### src/rtl/fpha_pkg.sv
// ----------------------------------------------------------------------------
// fpha_pkg
// Shared types and constants for the hole allocator: table geometry, command,
// policy and status codes, and the structs that run along the cell chain.
// ----------------------------------------------------------------------------
package fpha_pkg;

  // Table geometry and field widths
  localparam int HOLE_ENTRIES = 16;
  localparam int ADDR_W       = 16;
  localparam int IDX_W        = (HOLE_ENTRIES > 1) ? $clog2(HOLE_ENTRIES) : 1;
  localparam int AMT_W        = 16;
  localparam int SLOT_W       = 4;
  localparam int PID_W        = 8;
  localparam int OADDR_W      = 16;

  typedef enum logic {
    CMD_LOAD  = 1'b0,
    CMD_ALLOC = 1'b1
  } cmd_e;

  typedef enum logic [1:0] {
    POL_FIRST = 2'd0,
    POL_BEST  = 2'd1,
    POL_WORST = 2'd2,
    POL_RSVD  = 2'd3
  } policy_e;

  typedef enum logic [1:0] {
    STS_GRANTED = 2'd0,
    STS_NOFIT   = 2'd1,
    STS_LOADED  = 2'd2,
    STS_RSVD    = 2'd3
  } status_e;

  typedef enum logic [1:0] {
    ST_IDLE = 2'd0,
    ST_SCAN = 2'd1,
    ST_PEND = 2'd2
  } ctrl_state_e;

  // Search token handed from cell to cell, one cell per cycle
  typedef struct packed {
    logic              active;
    logic              found;
    logic [IDX_W-1:0]  slot;
    logic [AMT_W-1:0]  size;
    logic [ADDR_W-1:0] start;
  } tok_t;

  // Request fields broadcast to all cells during a scan
  typedef struct packed {
    policy_e          policy;
    logic [AMT_W-1:0] need;
  } scan_t;

  // Table write broadcast: load a hole or carve a grant from one
  typedef struct packed {
    logic              load;
    logic              alloc;
    logic [IDX_W-1:0]  slot;
    logic [ADDR_W-1:0] start;
    logic [AMT_W-1:0]  amount;
  } wr_t;

endpackage

### src/rtl/fpha_cell.sv
// ----------------------------------------------------------------------------
// fpha_cell
// One table entry: holds a hole, compares it against the passing search
// token and hands the updated token to the next cell.
// ----------------------------------------------------------------------------
module fpha_cell
  import fpha_pkg::*;
(
  input  logic             clk_i,
  input  logic             rst_ni,
  input  logic [IDX_W-1:0] idx_i,
  input  scan_t            scan_i,
  input  wr_t              wr_i,
  input  tok_t             tok_i,
  output tok_t             tok_o
);

  logic              valid_q;
  logic [ADDR_W-1:0] start_q;
  logic [AMT_W-1:0]  size_q;
  logic              tok_active_q;
  tok_t              tok_d;
  tok_t              tok_pl_q;
  logic              fit;
  logic              take;
  logic              hit;

  assign hit = (wr_i.slot == idx_i);
  assign fit = valid_q && (size_q >= scan_i.need);

  // Decide whether this hole beats the best one seen so far
  always_comb begin
    unique case (scan_i.policy)
      POL_BEST:  take = fit && (!tok_i.found || (size_q < tok_i.size));
      POL_WORST: take = fit && (!tok_i.found || (size_q > tok_i.size));
      default:   take = fit && !tok_i.found;
    endcase
    tok_d = tok_i;
    if (take) begin
      tok_d.found = 1'b1;
      tok_d.slot  = idx_i;
      tok_d.size  = size_q;
      tok_d.start = start_q;
    end
  end

  // Advance the token one cell
  always_ff @(posedge clk_i or negedge rst_ni) begin
    if (!rst_ni) begin
      tok_active_q <= 1'b0;
    end else begin
      tok_active_q <= tok_i.active;
    end
  end

  always_ff @(posedge clk_i) begin
    tok_pl_q <= tok_d;
  end

  always_comb begin
    tok_o        = tok_pl_q;
    tok_o.active = tok_active_q;
  end

  // Valid bit: set on load, drop when a grant uses the hole up
  always_ff @(posedge clk_i or negedge rst_ni) begin
    if (!rst_ni) begin
      valid_q <= 1'b0;
    end else if (wr_i.load && hit) begin
      valid_q <= 1'b1;
    end else if (wr_i.alloc && hit && (size_q == wr_i.amount) && (wr_i.amount != '0)) begin
      valid_q <= 1'b0;
    end
  end

  // Hole contents: overwrite on load, carve from the front on a grant
  always_ff @(posedge clk_i) begin
    if (wr_i.load && hit) begin
      start_q <= wr_i.start;
      size_q  <= wr_i.amount;
    end else if (wr_i.alloc && hit) begin
      start_q <= start_q + ADDR_W'(wr_i.amount);
      size_q  <= size_q - wr_i.amount;
    end
  end

endmodule

### src/rtl/fpha_ctrl.sv
// ----------------------------------------------------------------------------
// fpha_ctrl
// Sequencer: takes an item, writes loads straight into the table, launches
// the search token for allocates, applies the grant when the token leaves
// the chain and drives the output register.
// ----------------------------------------------------------------------------
module fpha_ctrl
  import fpha_pkg::*;
(
  input  logic               clk_i,
  input  logic               rst_ni,
  input  logic               in_valid_i,
  output logic               in_stall_o,
  input  logic               command_i,
  input  logic [1:0]         policy_i,
  input  logic [SLOT_W-1:0]  slot_i,
  input  logic [15:0]        start_address_i,
  input  logic [AMT_W-1:0]   amount_i,
  input  logic [PID_W-1:0]   process_id_i,
  output logic               out_valid_o,
  input  logic               out_stall_i,
  output logic [1:0]         status_o,
  output logic [OADDR_W-1:0] granted_address_o,
  output logic [SLOT_W-1:0]  chosen_slot_o,
  output logic [PID_W-1:0]   owner_id_o,
  output scan_t              scan_o,
  output wr_t                wr_o,
  output tok_t               head_tok_o,
  input  tok_t               tail_tok_i
);

  ctrl_state_e        state_q, state_d;
  logic               launch_q, launch_d;
  logic               in_acc;
  logic               out_free;
  logic               out_load;
  logic               res_en;
  logic               slot_in_range;
  policy_e            req_policy_q;
  logic [AMT_W-1:0]   req_need_q;
  logic [PID_W-1:0]   req_pid_q;
  status_e            res_status_d, res_status_q;
  logic [OADDR_W-1:0] res_addr_d, res_addr_q;
  logic [SLOT_W-1:0]  res_slot_d, res_slot_q;
  logic [PID_W-1:0]   res_pid_d, res_pid_q;
  logic               out_valid_q;
  status_e            out_status_q;
  logic [OADDR_W-1:0] out_addr_q;
  logic [SLOT_W-1:0]  out_slot_q;
  logic [PID_W-1:0]   out_pid_q;

  assign in_stall_o    = (state_q != ST_IDLE);
  assign in_acc        = in_valid_i && !in_stall_o;
  assign out_free      = !out_valid_q || !out_stall_i;
  assign slot_in_range = (32'(slot_i) < 32'(HOLE_ENTRIES));

  assign scan_o.policy = req_policy_q;
  assign scan_o.need   = req_need_q;

  // Token entering the first cell
  always_comb begin
    head_tok_o        = '0;
    head_tok_o.active = launch_q;
  end

  // Next state, table writes and result formation
  always_comb begin
    state_d      = state_q;
    launch_d     = 1'b0;
    wr_o         = '0;
    res_en       = 1'b0;
    out_load     = 1'b0;
    res_status_d = STS_NOFIT;
    res_addr_d   = '0;
    res_slot_d   = '0;
    res_pid_d    = req_pid_q;
    unique case (state_q)
      ST_IDLE: begin
        if (in_acc) begin
          if (cmd_e'(command_i) == CMD_LOAD) begin
            res_en    = 1'b1;
            res_pid_d = process_id_i;
            state_d   = ST_PEND;
            if (slot_in_range) begin
              wr_o.load    = 1'b1;
              wr_o.slot    = IDX_W'(slot_i);
              wr_o.start   = ADDR_W'(start_address_i);
              wr_o.amount  = amount_i;
              res_status_d = STS_LOADED;
              res_slot_d   = slot_i;
            end
          end else begin
            launch_d = 1'b1;
            state_d  = ST_SCAN;
          end
        end
      end
      ST_SCAN: begin
        if (tail_tok_i.active) begin
          res_en  = 1'b1;
          state_d = ST_PEND;
          if (tail_tok_i.found) begin
            wr_o.alloc   = 1'b1;
            wr_o.slot    = tail_tok_i.slot;
            wr_o.amount  = req_need_q;
            res_status_d = STS_GRANTED;
            res_addr_d   = OADDR_W'(tail_tok_i.start);
            res_slot_d   = SLOT_W'(tail_tok_i.slot);
          end
        end
      end
      ST_PEND: begin
        if (out_free) begin
          out_load = 1'b1;
          state_d  = ST_IDLE;
        end
      end
      default: state_d = ST_IDLE;
    endcase
  end

  always_ff @(posedge clk_i or negedge rst_ni) begin
    if (!rst_ni) begin
      state_q     <= ST_IDLE;
      launch_q    <= 1'b0;
      out_valid_q <= 1'b0;
    end else begin
      state_q  <= state_d;
      launch_q <= launch_d;
      if (out_load) begin
        out_valid_q <= 1'b1;
      end else if (!out_stall_i) begin
        out_valid_q <= 1'b0;
      end
    end
  end

  // Hold request, pending result and output payload
  always_ff @(posedge clk_i) begin
    if (in_acc) begin
      req_policy_q <= policy_e'(policy_i);
      req_need_q   <= amount_i;
      req_pid_q    <= process_id_i;
    end
    if (res_en) begin
      res_status_q <= res_status_d;
      res_addr_q   <= res_addr_d;
      res_slot_q   <= res_slot_d;
      res_pid_q    <= res_pid_d;
    end
    if (out_load) begin
      out_status_q <= res_status_q;
      out_addr_q   <= res_addr_q;
      out_slot_q   <= res_slot_q;
      out_pid_q    <= res_pid_q;
    end
  end

  assign out_valid_o       = out_valid_q;
  assign status_o          = out_status_q;
  assign granted_address_o = out_addr_q;
  assign chosen_slot_o     = out_slot_q;
  assign owner_id_o        = out_pid_q;

`ifndef SYNTHESIS
  // A token only leaves the chain while a scan is in progress
  a_tail_in_scan: assert property (@(posedge clk_i) disable iff (!rst_ni)
    tail_tok_i.active |-> (state_q == ST_SCAN))
    else $error("search token left the chain outside a scan");

  // Loads and grants never hit the table in the same cycle
  a_one_write: assert property (@(posedge clk_i) disable iff (!rst_ni)
    !(wr_o.load && wr_o.alloc))
    else $error("load and grant written together");

  // Taking an item makes the block busy
  a_busy_after_accept: assert property (@(posedge clk_i) disable iff (!rst_ni)
    in_acc |=> in_stall_o)
    else $error("block not busy after taking an item");

  // A launch is only ever issued from a scan that just started
  a_launch_scan: assert property (@(posedge clk_i) disable iff (!rst_ni)
    launch_q |-> ((state_q == ST_SCAN) && !tail_tok_i.active))
    else $error("token launched outside a fresh scan");
`endif

endmodule

### src/rtl/fit_policy_hole_allocator.sv
// ----------------------------------------------------------------------------
// fit_policy_hole_allocator
// Free-hole table with first, best and worst fit allocation.
// ----------------------------------------------------------------------------
// The block takes one item at a time. A load writes its hole at the edge that
// takes the item; its result is held in a pending register and moves into the
// output register once that register is free. An allocate sends a search
// token down a row of HOLE_ENTRIES cells, one cell per cycle, each holding
// one hole; the grant is written back when the token leaves the last cell and
// its result follows the same path through the pending register. The block is
// ready for the next item once the result moves into the output register,
// even while it is still stalled there. Policy code 3 acts as first fit; ties
// go to the lowest slot.
// ----------------------------------------------------------------------------
module fit_policy_hole_allocator
  import fpha_pkg::*;
(
  input  logic               clk_i,
  input  logic               rst_ni,
  input  logic               in_valid_i,
  output logic               in_stall_o,
  input  logic               command_i,
  input  logic [1:0]         policy_i,
  input  logic [SLOT_W-1:0]  slot_i,
  input  logic [15:0]        start_address_i,
  input  logic [AMT_W-1:0]   amount_i,
  input  logic [PID_W-1:0]   process_id_i,
  output logic               out_valid_o,
  input  logic               out_stall_i,
  output logic [1:0]         status_o,
  output logic [OADDR_W-1:0] granted_address_o,
  output logic [SLOT_W-1:0]  chosen_slot_o,
  output logic [PID_W-1:0]   owner_id_o
);

  scan_t scan;
  wr_t   wr;
  tok_t  tok [HOLE_ENTRIES+1];

  // Sequencer and output register
  fpha_ctrl u_ctrl (
    .clk_i             (clk_i),
    .rst_ni            (rst_ni),
    .in_valid_i        (in_valid_i),
    .in_stall_o        (in_stall_o),
    .command_i         (command_i),
    .policy_i          (policy_i),
    .slot_i            (slot_i),
    .start_address_i   (start_address_i),
    .amount_i          (amount_i),
    .process_id_i      (process_id_i),
    .out_valid_o       (out_valid_o),
    .out_stall_i       (out_stall_i),
    .status_o          (status_o),
    .granted_address_o (granted_address_o),
    .chosen_slot_o     (chosen_slot_o),
    .owner_id_o        (owner_id_o),
    .scan_o            (scan),
    .wr_o              (wr),
    .head_tok_o        (tok[0]),
    .tail_tok_i        (tok[HOLE_ENTRIES])
  );

  // Row of hole cells, token passed from each to the next
  for (genvar g = 0; g < HOLE_ENTRIES; g++) begin : g_cell
    fpha_cell u_cell (
      .clk_i  (clk_i),
      .rst_ni (rst_ni),
      .idx_i  (IDX_W'(g)),
      .scan_i (scan),
      .wr_i   (wr),
      .tok_i  (tok[g]),
      .tok_o  (tok[g+1])
    );
  end

endmodule

### config.mk
export PLATFORM = sky130hd
export DESIGN_NAME = fit_policy_hole_allocator
export DESIGN_NICKNAME = d
export VERILOG_FILES = /design/src/rtl/fpha_pkg.sv /design/src/rtl/fpha_cell.sv /design/src/rtl/fpha_ctrl.sv /design/src/rtl/fit_policy_hole_allocator.sv
export SDC_FILE = /design/constraint.sdc
export NUM_CORES = 2
export LEC_CHECK = 0
export BUFFER_PORTS_ARGS = -buffer_cell sky130_fd_sc_hd__buf_2
export CELL_PAD_IN_SITES_DETAIL_PLACEMENT = 1
export CELL_PAD_IN_SITES_GLOBAL_PLACEMENT = 1
export CORE_ASPECT_RATIO = 0.8
export CORE_MARGIN = 2
export CORE_UTILIZATION = 47
export DETAILED_ROUTE_END_ITERATION = 6
export PLACE_DENSITY = 0.87
export SETUP_SLACK_MARGIN = 0.1
export SYNTH_ARGS = -nofsm -noshare
export SYNTH_HDL_FRONTEND = slang
export SYNTH_SLANG_ARGS = --single-unit
### constraint.sdc
create_clock -name clk_i -period 5.9 [get_ports clk_i]
set_clock_uncertainty 0.05 [all_clocks]
set_input_delay 0 -clock clk_i [delete_from_list [all_inputs] [get_ports clk_i]]
set_output_delay 0 -clock clk_i [all_outputs]
set_load 0.01 [all_outputs]
# [Yosys cells after proc, flatten, opt, wreduce, memory -nomap -nowiden]
# Index checks and enable logic that the tools add are counted.
[word_totals] out_inout_bits=32 rom_bits=0 ramBits=0 regBits=1210 mem_count=0 word_cells=637 latchBits=0
[classes] n_addsub=32 eq_ne=39 n_shift=0 n_mul=0 order_cmp=46 mux=166 div_mod_pow=0 reduce_logical=213 bitwise_logic=0
[op_table] op="$mux 16" n=68
[op_table] op="$mux 32" n=14
[op_table] op="$add 16x16->16" n=16
[op_table] op="$eq 16x16->1" n=16
[op_table] op="$ge 16x16->1" n=16
[op_table] op="$sub 16x16->16" n=16
[op_table] op="$gt 16x16->1" n=15
[op_table] op="$lt 16x16->1" n=15
[op_table] op="$logic_and 1x1->1" n=126
[op_table] op="$mux 36" n=2
[op_table] op="$reduce_bool 2->1" n=33
[op_table] op="$mux 1" n=45
[op_table] op="$mux 37" n=1
[op_table] op="$eq 4x4->1 const B" n=8
[op_table] op="$pmux 1 s2" n=16
[op_table] op="$pmux 16 s2" n=1
[op_table] op="$logic_or 1x1->1" n=31
[op_table] op="$mux 8" n=3
[op_table] op="$logic_not 1->1" n=18
[op_table] op="$eq 4x3->1 const B" n=4
[op_table] op="$mux 4" n=4
[op_table] op="$pmux 4 s2" n=2
[op_table] op="$reduce_bool 16->1" n=1
[op_table] op="$mux 2" n=6
[op_table] op="11 further kinds" n=19

# [Logic depth before layout (Yosys ltp)]
[depth] word_depth=11 mapped_depth=21 depth_no_buf=16

# [By module]
# From an unflattened synthesis, not the netlist that was laid out.
[hier_totals] cells_unflattened=8666 hier_area_um2=84412.2
[modules_own_cells] module="fpha_cell (g_cell[11].u_cell ...)" seq_area_each_um2=1751.7 area_per_inst_um2=4868.4 cells_per_inst=511 n_inst=6
[modules_own_cells] module="fpha_cell (g_cell[0].u_cell ...)" seq_area_each_um2=1751.7 area_per_inst_um2=5152.4 cells_per_inst=534 n_inst=4
[modules_own_cells] module="fpha_cell (g_cell[5].u_cell ...)" seq_area_each_um2=1751.7 area_per_inst_um2=5218.8 cells_per_inst=548 n_inst=3
[modules_own_cells] module="fpha_cell (g_cell[8].u_cell)" seq_area_each_um2=1751.7 area_per_inst_um2=5202.5 cells_per_inst=545 n_inst=1
[modules_own_cells] module="fpha_cell (g_cell[7].u_cell)" seq_area_each_um2=1751.7 area_per_inst_um2=5197.5 cells_per_inst=545 n_inst=1
[modules_own_cells] module="fpha_cell (g_cell[12].u_cell)" seq_area_each_um2=1751.7 area_per_inst_um2=4849.7 cells_per_inst=508 n_inst=1
[modules_own_cells] module="fpha_ctrl" seq_area_each_um2=2682.6 area_per_inst_um2=3678.5 cells_per_inst=220 n_inst=1
[modules_own_cells] module="fit_policy_hole_allocator" seq_area_each_um2=0.0 area_per_inst_um2=7.5 cells_per_inst=2 n_inst=1

# [Least setup slack after synthesis]
# OpenSTA, ideal clock, no wires.
[synth_timing] path_kind="register -> register" from="register u_ctrl.state_q[1]" to="register g_cell[4].u_cell.start_q[12] (data pin)" setup_ps=261 period_less_slack_ps=5524 t_arrival_ps=5214 stages_incl_launch_ff=21 path_slack_ps=376 path_cell_list="dfrtp_1 or2_1 or3_1 buf_6 inv_4 buf_6 buf_6 nand2_1 o21ai_1 buf_2 inv_1 fa_1 nor2b_1 o21ai_1 a21boi_0 o21ai_0 a2111oi_1 a31oi_1 a21oi_1 xnor2_1 a21oi_1"
[synth_between] elab_chain_len=8 elab_cells_between_ends=16
[synth_lines] item="start: declaration" line_no="fpha_ctrl.sv:32" rtl="ctrl_state_e state_q, state_d;"
[synth_lines] item="start signal: assignment" line_no="fpha_ctrl.sv:128" rtl="state_q <= state_d;"
[synth_lines] item="$reduce_bool 2->1 (*)" line_no="fpha_ctrl.sv:52" rtl="assign in_stall_o = (state_q != ST_IDLE);"
[synth_lines] item="net in_stall_o" line_no="fit_policy_hole_allocator.sv:21" rtl="output logic in_stall_o,"
[synth_lines] item="$logic_not 1->1 (*)" line_no="fpha_ctrl.sv:53" rtl="assign in_acc = in_valid_i && !in_stall_o;"
[synth_lines] item="$logic_and 1x1->1 (*)" line_no="fpha_ctrl.sv:53"
[synth_lines] item="$mux 36" line_no="fpha_ctrl.sv:79" rtl="if (in_acc) begin"
[synth_lines] item="$pmux 16 s2 / $pmux 4 s2 (equally long branches)" line_no="fpha_ctrl.sv:77" rtl="unique case (state_q)"
[synth_lines] item="$add 16x16->16 / $eq 4x3->1 (equally long branches)" line_no="fpha_cell.sv:82, fpha_cell.sv:28"
[synth_lines] item="$mux 16 / $logic_and 1x1->1 (equally long branches)" line_no="fpha_cell.sv:81, fpha_cell.sv:78"
[synth_lines] item="$mux 16 (*)" line_no="fpha_cell.sv:78" rtl="if (wr_i.load && hit) begin"
[synth_lines] item="end signal: assignment" line_no="fpha_cell.sv:79" rtl="start_q <= wr_i.start;"
[synth_lines] item="end signal: assignment" line_no="fpha_cell.sv:82" rtl="start_q <= start_q + ADDR_W'(wr_i.amount);"
[synth_lines] item="end: declaration" line_no="fpha_cell.sv:19" rtl="logic [ADDR_W-1:0] start_q;"
# Mark *: on every way through the listed nets, which the timed path passes. The rest lies on a longest branch. The select of a mux whose other input is x is not followed.
# A chain may end at the register's enable or synchronous reset.

# [Worst setup path after layout]
[layout_timing] from="register u_ctrl.state_q[1]" to="register g_cell[14].u_cell.size_q[14] (data pin)"
[layout_between] elab_chain_len=8 elab_cells_between_ends=15
[layout_lines] item="$reduce_bool 2->1" line_no="fpha_ctrl.sv:52"
[layout_lines] item="$logic_not 1->1" line_no="fpha_ctrl.sv:53"
[layout_lines] item="$logic_and 1x1->1" line_no="fpha_ctrl.sv:53"
[layout_lines] item="$mux 36" line_no="fpha_ctrl.sv:79"
[layout_lines] item="$pmux 16 s2 / $pmux 4 s2 (equally long branches)" line_no="fpha_ctrl.sv:77"
[layout_lines] item="$sub 16x16->16 / $eq 4x4->1 (equally long branches)" line_no="fpha_cell.sv:83, fpha_cell.sv:28"
[layout_lines] item="$mux 16 / $logic_and 1x1->1 (equally long branches)" line_no="fpha_cell.sv:81, fpha_cell.sv:78"
[layout_lines] item="$mux 16 (*)" line_no="fpha_cell.sv:78"
[layout_lines] item="end signal: assignment" line_no="fpha_cell.sv:80" rtl="size_q <= wr_i.amount;"
[layout_lines] item="end signal: assignment" line_no="fpha_cell.sv:83" rtl="size_q <= size_q - wr_i.amount;"
[layout_lines] item="end: declaration" line_no="fpha_cell.sv:20" rtl="logic [AMT_W-1:0] size_q;"
# Mark *: on every way between the ends. The rest lies on a longest branch, timed or not. The select of a mux whose other input is x is not followed.

==> impl_results.md <==
- Combinational fraction of design power: 0.363
- Most frequent CP cell: o21ai_0
- RSZ-0062 raised after global routing: no
- Hold_buf cts: 78
- Final period util: 0.961
- Crit Path Class: flop to flop
- Pwr dens: 390 nW/um2
- Stages on worst setup path: 16
- Synth area leader: edfxtp_1
- FF-to-FF Start: u_ctrl.state_q[1]
- Ys async rst share: 0.0301
- Net Sw Power: 12.2 mW
- YS warnings: 0
- Slowest stage cell, crit path: a311oi_1
- Chip height: 365 um
- Reg2reg path depth: 16
- Fin util: 0.525
- Port-buffer cells: 82
- Layout area overhead: 11.0%
- Worst vdd ir: 0.335 mV
- Commonest cells in the netlist: ha_1, edfxtp_1, a21oi_1
- Share of layout cells above drive strength 1: 0.123
- Largest cells by area after synthesis: edfxtp_1, ha_1, dfxtp_1, mux2_2, a21oi_1
- Fmax: 176 MHz
- Sequential power share: 0.368
- Clock buffer depth: 3
- Dpl cell area: 79500 um2
- Post-DP HPWL: 195000 um
- Worst path arrival time: 6.17 ns
- Vias per Instance: 6.48
- Setup crit end: g_cell[14].u_cell.size_q[14]
- Post-CTS Setup Inserts: 0
- Seq/Total Area, Yosys: 0.394
- DRT Pass-1 Iters: 7
- CTS Sinks: 1195
- Routed WL per cell: 29.4 um
- Switching Fraction: 0.369
- CTS resizes: 0
- Synthesized netlist cell count: 7548
- Most numerous cell in the Yosys netlist: ha_1
- Final setup violation count: 0
- Die area: 166000 um2
- Row count: 132
- Worst path max stage delay: 0.54 ns
- Core box area: 162000 um2
- Internal cell power: 20.9 mW
- Avg Inst Size Synth: 10.1 um2
- Synth Flop Type: edfxtp_1
- Status: complete, but fails checks
- Hold path start: command_i
- Num CTS Buffers: 131
- Fin cells: 10000
- Number of buffers and inverters on the critical path: 3
- Library cells used by synthesis: 96
- Final hold vios: 0
- Failing checks: DRC
- Vias in the first global route: 69418
- Final Cell Area: 84800 um2
- Pin count of the biggest net entering global routing: 55
- Setup crit start kind: flop
- Initial drt markers: 6765
- Yosys reg bits: 1195
- Clock Pin Slew Worst Setup and Hold Paths: 0.07 ns
- RePlAce Congestion: 0.957
- Slew HR: 0.0475
- Clk_lat worst skew: 0.83 ns
- Crit path capture type: flop
- Vias: 64817
- First-pass GRT wire length: 437000 um
- DRT Wirelength: 294000 um
- CP top delay family: compound AO/OA/AOI/OAI gates
- Drc violations: 1
- Antenna violations before repair: 22
- Leakage: 36.0 nW
- Worst Path Required: 6.40 ns
- Total negative slack: 0 ns
- TritonCTS clock tree: built
- Cell count after placement: 9671
- Global-route congestion overflow total: 0
- Die Wd: 455 um
- Clock share of power: 0.269
- Crit path cell chain: or2_1 -> or3_1 -> inv_4 -> nand2_1 -> o21ai_4 -> inv_1 -> buf_4 -> ha_1 -> o21ai_1 -> a21boi_0 -> or4_1 -> a311oi_1 -> o21ai_0 -> a31oi_1 -> xor2_1 -> o21ai_0
- R2r endpoint: g_cell[14].u_cell.size_q[14]
- Number of synthesized flops with an enable pin: 598
- Min-delay worst type: primary input to flop
- Mapped Area: 76500 um2
- NumNets Final: 8814
- IO Count: 83
- Slew @ Worst Pin: 1.43 ns
- Syn Nets: 8624
- CTS root buf: clkbuf_16
- Max-Cap Viols: 0
- Flop2flop setup slack: 0.23 ns
- Final Critical Period: 5.67 ns
- Max FO, Critical Path: 17
- Starting Density: 0.473
- Synth top area share: 0.235
- Total GRT Usage: 0.348
- Final ANT Viol Nets: 0
- CTS HTree Levels: 4
- Worst setup path startpoint: u_ctrl.state_q[1]
- Slew Viols, Final: 0
-- sequential cells by signal, indices dropped and copies added, names as in the netlist --
name	count
u_ctrl.granted_address_o	16
u_ctrl.out_valid_o	1
u_ctrl.status_o	2
u_ctrl.launch_q	1
u_ctrl.res_pid_q	8
u_ctrl.req_need_q	16
g_cell.u_cell.size_q	256
u_ctrl.req_pid_q	8
u_ctrl.req_policy_q	2
u_ctrl.owner_id_o	8
g_cell.u_cell.tok_o	561
u_ctrl.res_addr_q	16
u_ctrl.chosen_slot_o	4
u_ctrl.state_q	2
u_ctrl.res_slot_q	4
g_cell.u_cell.tok_active_q	16
u_ctrl.res_status_q	2
g_cell.u_cell.start_q	256
g_cell.u_cell.valid_q	16
-- worst min path at each step --
stage	endpoint	slack, ns	cells after the start
floorplan	g_cell[0].u_cell.tok_active_q	-0.35	0
global placement	u_ctrl.req_policy_q[0]	0.13	1
detailed placement	u_ctrl.req_policy_q[1]	0.13	1
CTS	u_ctrl.launch_q	0.02	3
global route	u_ctrl.launch_q	0.12	3
finish	u_ctrl.launch_q	0.11	3
-- tightest hold or removal path: stages --
cell and delay [ns]:
dlygate4sd3_1 0.55, buf_2 0.22, and2_1 0.18
-- cell type report --
| class | count | area [um2] |
|---|---|---|
| Clock buffer | 191 | 3760 |
| Sequential cell | 1195 | 30100 |
| Antenna cell | 9 | 22.5 |
| Fill cell | 17565 | 76900 |
| Clock inverter | 51 | 721 |
| Timing Repair Buffer | 282 | 2120 |
| Inverter | 409 | 1540 |
| Multi-Input combinational cell | 5719 | 43900 |
| Tap cell | 2144 | 2680 |
-- metal layers --
layer / up-vias / global-route usage / part of all wire
li1: 27908 / - / -
met1: 32156 / 0.434 / 0.39
met2: 3493 / 0.545 / 0.44
met3: 1246 / 0.0720 / 0.094
met4: 14 / 0.234 / 0.076
met5: - / 0 / 0.00034
-- cell families (layout without fill, tap and decap cells) --
kind of cell,after synthesis,count (layout),share of synthesized area
buf+inv,634,933,0.0367
other cells,0,9,0
flops,1195,1195,0.394
compound gates,1843,1843,0.152
simple gates,1954,1954,0.124
xor+xnor,406,406,0.0465
fa+ha+maj,1025,1025,0.171
mux,491,491,0.0762
-- layout by cell type, fill, tap and decap left out, drive strengths merged, types with 104 or more instances in the layout --
master | synthesis | routed
xor2 | 209 | 209
clkbuf | 92 | 191
dfxtp | 561 | 561
ha | 993 | 993
edfxtp | 598 | 598
o21ai | 446 | 446
nand2b | 125 | 125
xnor2 | 197 | 197
nor2 | 590 | 590
nand2 | 475 | 475
a21o | 297 | 297
nand3 | 110 | 110
buf | 133 | 204
inv | 409 | 417
mux2 | 470 | 470
nor3 | 112 | 112
nand4 | 118 | 118
a21oi | 590 | 590
nor2b | 104 | 104
-- stage by stage --
step           total power, mW  setup WS (ns)  hold WS, ns
3_3_place_gp              22.5          0.689        0.134
4_1_cts                   32.5          0.477       0.0162
5_1_grt                   34.3          0.174        0.118
6_report                  33.1          0.228        0.114
3_5_place_dp              23.4          0.593        0.132
2_1_floorplan             19.5          0.376       -0.346
-- power by group through the flow --
stage / combinational, mW / clock [mW] / sequential [mW]
floorplan: 7.86 / 0 / 11.7
global route: 12.8 / 9.20 / 12.3
finish: 12.0 / 8.91 / 12.2
CTS: 11.6 / 8.80 / 12.1
detailed placement: 11.2 / 0 / 12.2
global placement: 10.4 / 0 / 12.1
Note: power is estimated with default switching activity, not from simulation.
